===== config.mk =====
export PLATFORM = sky130hd
export DESIGN_NAME = uart_8n1_transceiver
export DESIGN_NICKNAME = d
export VERILOG_FILES = /design/src/u8t_pkg.sv /design/src/uart_8n1_transceiver.sv
export SDC_FILE = /design/constraint.sdc
export NUM_CORES = 1
export LEC_CHECK = 0
export ABC_AREA = 1
export BUFFER_PORTS_ARGS = -buffer_cell sky130_fd_sc_hd__buf_4
export CAP_MARGIN = 15
export CORE_UTILIZATION = 45
export DETAILED_ROUTE_END_ITERATION = 8
export HOLD_SLACK_MARGIN = 0.06
export PLACE_DENSITY = 0.69
export SLEW_MARGIN = 20
export SYNTH_ARGS = -nofsm -noshare
export SYNTH_HDL_FRONTEND = slang
export SYNTH_SLANG_ARGS = --single-unit

===== constraint.sdc =====
create_clock -name clk -period 5.9 [get_ports clk]
set_clock_uncertainty 0.1 [all_clocks]
set_input_delay 0.295 -clock clk [delete_from_list [all_inputs] [get_ports clk]]
set_output_delay 0.295 -clock clk [all_outputs]
set_load 0.02 [all_outputs]

===== src/u8t_pkg.sv =====
// ----------------------------------------------------------------------------
// u8t_pkg: shared types and constants for the 8N1 UART transceiver
// Holds field widths, the register map, the reset divisor and the
// receiver and transmitter state encodings.
// ----------------------------------------------------------------------------
`default_nettype none

package u8t_pkg;

  // Field and counter widths.
  localparam int BYTE_W   = 8;
  localparam int TPB_W    = 16;
  localparam int RX_CNT_W = 17;
  localparam int IDX_W    = 4;
  localparam int APB_DW   = 32;
  localparam int APB_AW   = 2;

  // Divisor reset value and floor.
  localparam logic [TPB_W-1:0] TPB_RESET = 16'd104;
  localparam logic [TPB_W-1:0] TPB_MIN   = 16'd2;

  // Register map, as word indexes.
  localparam int REG_TICKS_PER_BIT = 0;

  // Receiver phases.
  typedef enum logic [1:0] {
    RX_WAIT_IDLE  = 2'd0,
    RX_WAIT_START = 2'd1,
    RX_DATA       = 2'd2,
    RX_STOP       = 2'd3
  } rx_phase_t;

  // Transmitter phases.
  typedef enum logic [2:0] {
    TX_IDLE  = 3'd0,
    TX_START = 3'd1,
    TX_DATA  = 3'd2,
    TX_STOP  = 3'd3,
    TX_GUARD = 3'd4
  } tx_phase_t;

endpackage

`default_nettype wire


===== src/uart_8n1_transceiver.sv =====
// ----------------------------------------------------------------------------
// uart_8n1_transceiver: tick-paced 8N1 UART receiver and transmitter
// Each input beat is one timebase tick carrying the sampled receive line
// and an optional send request; each tick yields one result beat.
// ----------------------------------------------------------------------------
// Usage:
//   The input channel (in_valid/in_ready) carries one tick per beat:
//   rx_line, send_request and send_byte. The output channel
//   (out_valid/out_ready) returns one beat per tick: tx_line, tx_busy,
//   rx_valid and rx_byte, showing the state after that tick.
//   An accepted tick is registered in the result register and shows on
//   the output in the cycle after it is taken. Throughput is one tick per
//   cycle; the receiver and transmitter counters are updated by a single
//   pass of logic on each accepted beat, and the result register is refilled
//   in the same cycle that its beat is taken.
//   When the output side stalls, the result register holds its beat and
//   in_ready drops, so no tick is lost and no timer advances.
//   Reset clears both state machines, sets the line idle high, loads the
//   divisor with 104 and empties the result register.
//   The divisor (ticks_per_bit, byte address 0) is written over the APB
//   port; values below 2 act as 2. pready is always high.
// ----------------------------------------------------------------------------
`default_nettype none

module uart_8n1_transceiver
  import u8t_pkg::*;
#(
  parameter int DATA_BITS = 8
) (
  input  wire logic                clk,
  input  wire logic                rst,
  // Configuration port.
  input  wire logic                psel,
  input  wire logic                penable,
  input  wire logic                pwrite,
  input  wire logic [APB_AW-1:0]   paddr,
  input  wire logic [APB_DW-1:0]   pwdata,
  output logic      [APB_DW-1:0]   prdata,
  output logic                     pready,
  // Tick input channel.
  input  wire logic                in_valid,
  output logic                     in_ready,
  input  wire logic                rx_line,
  input  wire logic                send_request,
  input  wire logic [BYTE_W-1:0]   send_byte,
  // Result channel.
  output logic                     out_valid,
  input  wire logic                out_ready,
  output logic                     tx_line,
  output logic                     tx_busy,
  output logic                     rx_valid,
  output logic [BYTE_W-1:0]        rx_byte
);

  localparam logic [IDX_W-1:0]  WORD_BITS = IDX_W'(DATA_BITS);
  localparam logic [BYTE_W-1:0] WORD_MASK = BYTE_W'((1 << DATA_BITS) - 1);

  // Configuration register.
  logic [TPB_W-1:0] ticks_per_bit;
  logic             cfg_write;

  // Receiver state.
  rx_phase_t             rx_phase, rx_phase_next;
  logic [RX_CNT_W-1:0]   rx_tick_count, rx_tick_count_next, rx_count_dec;
  logic [IDX_W-1:0]      rx_bit_index, rx_bit_index_next, rx_index_inc;
  logic [BYTE_W-1:0]     rx_shift, rx_shift_next;
  logic [BYTE_W-1:0]     rx_last, rx_last_next;
  logic                  rx_done;
  logic                  rx_expire;

  // Transmitter state.
  tx_phase_t             tx_phase, tx_phase_next;
  logic [TPB_W-1:0]      tx_tick_count, tx_tick_count_next, tx_count_dec;
  logic [IDX_W-1:0]      tx_bit_index, tx_bit_index_next, tx_index_inc;
  logic [BYTE_W-1:0]     tx_shift, tx_shift_next;
  logic                  tx_level, tx_level_next;
  logic                  tx_expire;

  logic [TPB_W-1:0]      period;
  logic                  in_beat;

  // APB access: single register, always ready.
  assign pready    = 1'b1;
  assign cfg_write = psel && penable && pwrite && pready;
  assign prdata    = APB_DW'(ticks_per_bit);

  always_ff @(posedge clk) begin
    if (rst) begin
      ticks_per_bit <= TPB_RESET;
    end else if (cfg_write && (32'(paddr >> 2) == REG_TICKS_PER_BIT)) begin
      ticks_per_bit <= pwdata[TPB_W-1:0];
    end
  end

  // Bit period with the divisor floor applied.
  assign period = (ticks_per_bit < TPB_MIN) ? TPB_MIN : ticks_per_bit;

  // A tick is taken whenever the result register is free or being emptied.
  assign in_ready = !out_valid || out_ready;
  assign in_beat  = in_valid && in_ready;

  // Receiver timer decrement and expiry.
  assign rx_count_dec = rx_tick_count - RX_CNT_W'(1);
  assign rx_expire    = (rx_count_dec == '0);
  assign rx_index_inc = rx_bit_index + IDX_W'(1);

  // Receiver next phase.
  always_comb begin
    rx_phase_next = rx_phase;
    unique case (rx_phase)
      RX_WAIT_IDLE: begin
        if (rx_line) rx_phase_next = RX_WAIT_START;
      end
      RX_WAIT_START: begin
        if (!rx_line) rx_phase_next = RX_DATA;
      end
      RX_DATA: begin
        if (rx_expire && (rx_index_inc >= WORD_BITS)) rx_phase_next = RX_STOP;
      end
      RX_STOP: begin
        if (rx_expire) rx_phase_next = RX_WAIT_IDLE;
      end
    endcase
  end

  // Receiver timer, sampling and byte capture.
  always_comb begin
    rx_tick_count_next = rx_tick_count;
    rx_bit_index_next  = rx_bit_index;
    rx_shift_next      = rx_shift;
    rx_last_next       = rx_last;
    rx_done            = 1'b0;
    unique case (rx_phase)
      RX_WAIT_IDLE: begin
      end
      RX_WAIT_START: begin
        // Start edge: first sample lands one and a half bits later.
        if (!rx_line) begin
          rx_tick_count_next = RX_CNT_W'(period) + RX_CNT_W'(period >> 1);
          rx_bit_index_next  = '0;
        end
      end
      RX_DATA: begin
        rx_tick_count_next = rx_count_dec;
        if (rx_expire) begin
          rx_shift_next[rx_bit_index[2:0]] = rx_line;
          rx_bit_index_next  = rx_index_inc;
          rx_tick_count_next = RX_CNT_W'(period);
        end
      end
      RX_STOP: begin
        rx_tick_count_next = rx_count_dec;
        if (rx_expire) begin
          rx_last_next = rx_shift & WORD_MASK;
          rx_done      = 1'b1;
        end
      end
    endcase
  end

  // Transmitter timer decrement and expiry.
  assign tx_count_dec = tx_tick_count - TPB_W'(1);
  assign tx_expire    = (tx_count_dec == '0);
  assign tx_index_inc = tx_bit_index + IDX_W'(1);

  // Transmitter next phase.
  always_comb begin
    tx_phase_next = tx_phase;
    unique case (tx_phase)
      TX_IDLE: begin
        if (send_request) tx_phase_next = TX_START;
      end
      TX_START: begin
        if (tx_expire) tx_phase_next = TX_DATA;
      end
      TX_DATA: begin
        if (tx_expire && (tx_index_inc >= WORD_BITS)) tx_phase_next = TX_STOP;
      end
      TX_STOP: begin
        if (tx_expire) tx_phase_next = TX_GUARD;
      end
      TX_GUARD: begin
        if (tx_expire) tx_phase_next = TX_IDLE;
      end
      default: begin
        tx_phase_next = TX_IDLE;
      end
    endcase
  end

  // Transmitter timer, shift data and line level.
  always_comb begin
    tx_tick_count_next = tx_tick_count;
    tx_bit_index_next  = tx_bit_index;
    tx_shift_next      = tx_shift;
    tx_level_next      = tx_level;
    unique case (tx_phase)
      TX_IDLE: begin
        // Requests are only honored here; a busy transmitter drops them.
        if (send_request) begin
          tx_shift_next      = send_byte;
          tx_bit_index_next  = '0;
          tx_tick_count_next = period;
          tx_level_next      = 1'b0;
        end
      end
      TX_START: begin
        tx_tick_count_next = tx_expire ? period : tx_count_dec;
        if (tx_expire) begin
          tx_bit_index_next = '0;
          tx_level_next     = tx_shift[0];
        end
      end
      TX_DATA: begin
        tx_tick_count_next = tx_expire ? period : tx_count_dec;
        if (tx_expire) begin
          tx_bit_index_next = tx_index_inc;
          tx_level_next     = (tx_index_inc < WORD_BITS) ?
                              tx_shift[tx_index_inc[2:0]] : 1'b1;
        end
      end
      TX_STOP: begin
        tx_tick_count_next = tx_expire ? period : tx_count_dec;
        if (tx_expire) tx_level_next = 1'b1;
      end
      TX_GUARD: begin
        tx_tick_count_next = tx_expire ? '0 : tx_count_dec;
        if (tx_expire) tx_level_next = 1'b1;
      end
      default: begin
        tx_level_next = 1'b1;
      end
    endcase
  end

  // State update on each accepted tick.
  always_ff @(posedge clk) begin
    if (rst) begin
      rx_phase      <= RX_WAIT_IDLE;
      rx_tick_count <= '0;
      rx_bit_index  <= '0;
      rx_shift      <= '0;
      rx_last       <= '0;
      tx_phase      <= TX_IDLE;
      tx_tick_count <= '0;
      tx_bit_index  <= '0;
      tx_shift      <= '0;
      tx_level      <= 1'b1;
    end else if (in_beat) begin
      rx_phase      <= rx_phase_next;
      rx_tick_count <= rx_tick_count_next;
      rx_bit_index  <= rx_bit_index_next;
      rx_shift      <= rx_shift_next;
      rx_last       <= rx_last_next;
      tx_phase      <= tx_phase_next;
      tx_tick_count <= tx_tick_count_next;
      tx_bit_index  <= tx_bit_index_next;
      tx_shift      <= tx_shift_next;
      tx_level      <= tx_level_next;
    end
  end

  // Result register valid flag.
  always_ff @(posedge clk) begin
    if (rst) begin
      out_valid <= 1'b0;
    end else if (in_beat) begin
      out_valid <= 1'b1;
    end else if (out_ready) begin
      out_valid <= 1'b0;
    end
  end

  // Result register payload.
  always_ff @(posedge clk) begin
    if (in_beat) begin
      tx_line  <= tx_level_next;
      tx_busy  <= (tx_phase_next != TX_IDLE);
      rx_valid <= rx_done;
      rx_byte  <= rx_last_next;
    end
  end

endmodule

`default_nettype wire


==> results.ini <==
[synthesis]
syn_area_um2 = 6990
ys.warnings.count = 0
netlist_top_cells_count = nand2_1, nor2_1, inv_1
synthCells = 1067
synthFlopType = dfxtp_1
netlist.area_leader.share_pct = 25.2
synth_area_leader_cell = dfxtp_1
syn_avg_cell_area_um2 = 6.55
yosys-top-cells-area = dfxtp_1, nand2_1, a21oi_1
ys_ff_latch = 99
synth-edff-count = 11
synth.most_common_cell = nand2_1
ys_seq_area_share_pct = 29.9
ys_types = 49
synth-async-reset-ratio_pct = 0

[critical_path]
reg2reg_depth = 18
crit_type = reg -> reg
critPathCaptureType = flop
start_kind = flop
crit_fanout = 4
cp.required_ns = 6.08
cp_data_arrival_time_ns = 3.63

[routing]
drc_errors = 0
drt_first_iter_violations = 534
drt-vias-per-instance = 5.25
drtAntennaViolNets = 0
routed_wl_um = 18200
m1WireLength_um = 8830
routedWlPerCell_um = 14.0
routed-via-count = 6840
top_layer = met4
drtPass1Iterations = 5
wl_met3_um = 674
wl_met2_um = 8490

[grt]
grt_max_degree = 41
antenna_found_initial = 0
grt_pass1_vias = 6114
grt_pass1_wl_um = 29800
grt_usage_pct = 23.3
grt-ovfl-total = 0

[sta]
setup_violations = 0
report.final.slew_viol_count = 0
fin_ws_ns = 2.45
slew_headroom_pct = 38.0
max_slew.worst_pin.slew_ns = 0.925
rsz0062_at_grt = no
tns_ns = 0
period_share_pct = 58.5
period_needed_ns = 3.45
fmax_mhz = 290
hold_viol_final = 0

[run]
drv_cap = 0

[power_and_ir_drop]
p_leak_nw = 3.67
power_density_nw_per_um2 = 301
vdd_drop_max_mv = 0.162

[place]
dp.cells = 1281
place_worst_setup_slack_ns = 2.53
hpwlAfterDp_um = 13500
numPortBuffers = 61
gp_congestion = 0.929

[die]
die_w_um = 127
rows = 45
die-height_um = 127
start_util_pct = 46.0
die_area_um2 = 16000
io_pins = 97
core_um2 = 15200

[layout]
areaGrowthSynthToFinish_pct = 11.9
regArea_um2 = 2090
fin_nets = 1190
instances_no_fill = 1303
drive_gt1_share_pct = 13.1
multi_input_area_um2 = 4140
nFillCells = 1537
final_util_pct = 51.4
diodes = 0

[clock_tree]
htree_num_levels = 3
post_cts_resized = 0
post_cts_buffers = 0
cts_made_buffers = 9
clock_path_buffers = 2
clkTransAtPathRegs_ns = 0.07
cts_sinks = 99
root_buffer = clkbuf_16
cts_tree = built
clk_latency_ns = 0.35

[run_status]
outcome = finished clean

[worst_hold_path]
hold_path_class = in -> reg
whs_path_depth = 3

-- state kept, by name (all words and copies together), names as in the netlist --
name / count
rx_tick_count: 17
ticks_per_bit: 16
tx_tick_count: 16
rx_byte: 8
rx_last: 8
rx_shift: 8
tx_shift: 8
rx_bit_index: 4
tx_bit_index: 4
tx_phase: 3
rx_phase: 2
out_valid: 1
rx_valid: 1
tx_busy: 1
tx_level: 1
tx_line: 1
-- report_power, final --
group / internal [mW] / leakage (nW) / total [mW] / switching, mW
Combinational: 0.321 / 2.70 / 0.976 / 0.655
Sequential: 0.743 / 0.831 / 0.807 / 0.0641
Clock: 0.300 / 0.140 / 0.572 / 0.272
-- timing repair --
action                                  in CTS  in global routing
endpoints found under the hold margin        6                  0
endpoints found under the setup margin       0                  0
hold buffers                                 6                  0
-- path summary, 6_finish.rpt --
kind                          start           endpoint  slack, ns
setup / recovery  ticks_per_bit[14]  rx_tick_count[10]       2.45
hold / removal         send_byte[3]        tx_shift[3]       0.07
setup reg to reg  ticks_per_bit[14]  rx_tick_count[10]       2.45
hold reg to reg    ticks_per_bit[0]   ticks_per_bit[0]       0.39
-- metal layers --
metal,global-route usage (%),vias to the layer above
met5,0,-
li1,-,3522
met3,2.70,20
met4,7.16,0
met2,38.8,145
met1,31.6,3153
-- layout make-up --
class | count | area share [%]
timing repair buffer | 72 | 7.10
inverter | 139 | 6.67
clock buffer | 11 | 3.10
clock inverter | 5 | 0.464
multi-input combinational | 789 | 52.9
sequential | 99 | 26.7
tap | 188 | 3.01
-- logic make-up (layout without fill, tap and decap cells) --
| group | count (synthesis) | count (layout) | share of synthesized area [%] |
|---|---|---|---|
| simple gates | 486 | 486 | 31.6 |
| other cells | 2 | 17 | 0.107 |
| fa+ha+maj | 29 | 29 | 5.30 |
| buf+inv | 194 | 227 | 11.7 |
| flops | 99 | 99 | 29.9 |
| xor+xnor | 15 | 15 | 2.09 |
| compound gates | 242 | 242 | 19.3 |
-- cell usage in the layout (no fill, tap or decap), drive strengths merged --
master and n:
a21oi 110, o211ai 5, conb 17, and2 3, a21o 2, a31oi 2
nand2 231, o31ai 1, nand3b 5, xor2 8, fa 1, o22ai 1
o21bai 5, o21ai 109, nor2 151, inv 138, dlygate4sd3 6, a211oi 2
nor3 8, clkbuf 11, edfxtp 11, a21boi 1, xnor2 7, a221oi 3
buf 66, ha 28, o2111ai 1, nand3 76, nand4 12, clkinv 6
dfxtp 88
-- metrics by stage --
step / cell area [µm²] / power [mW] / hold WS (ns)
6_report: 7820 / 2.36 / 0.0743
4_1_cts: 7820 / 2.36 / 0.0674
3_5_place_dp: 7480 / 1.78 / 0.370
2_1_floorplan: 7050 / 1.57 / 0.308
3_3_place_gp: 7480 / 1.77 / 0.365
5_1_grt: 7820 / 2.52 / 0.0787
-- worst max-delay path, stage by stage (launching register included) --
cell and delay, ns:
dfxtp_1 0.39, inv_1 0.11, ha_1 0.20, nand4_1 0.08
nor2_1 0.08, nor2_1 0.33, ha_1 0.25, inv_1 0.06
fa_1 0.39, nand3b_1 0.17, nand2_1 0.14, a21boi_0 0.16
o21ai_0 0.29, nand2_1 0.11, nand2_1 0.11, nor2_1 0.05
o21ai_0 0.16, inv_1 0.06, a21oi_1 0.13
No activity file was read; power rests on OpenSTA's default activity.
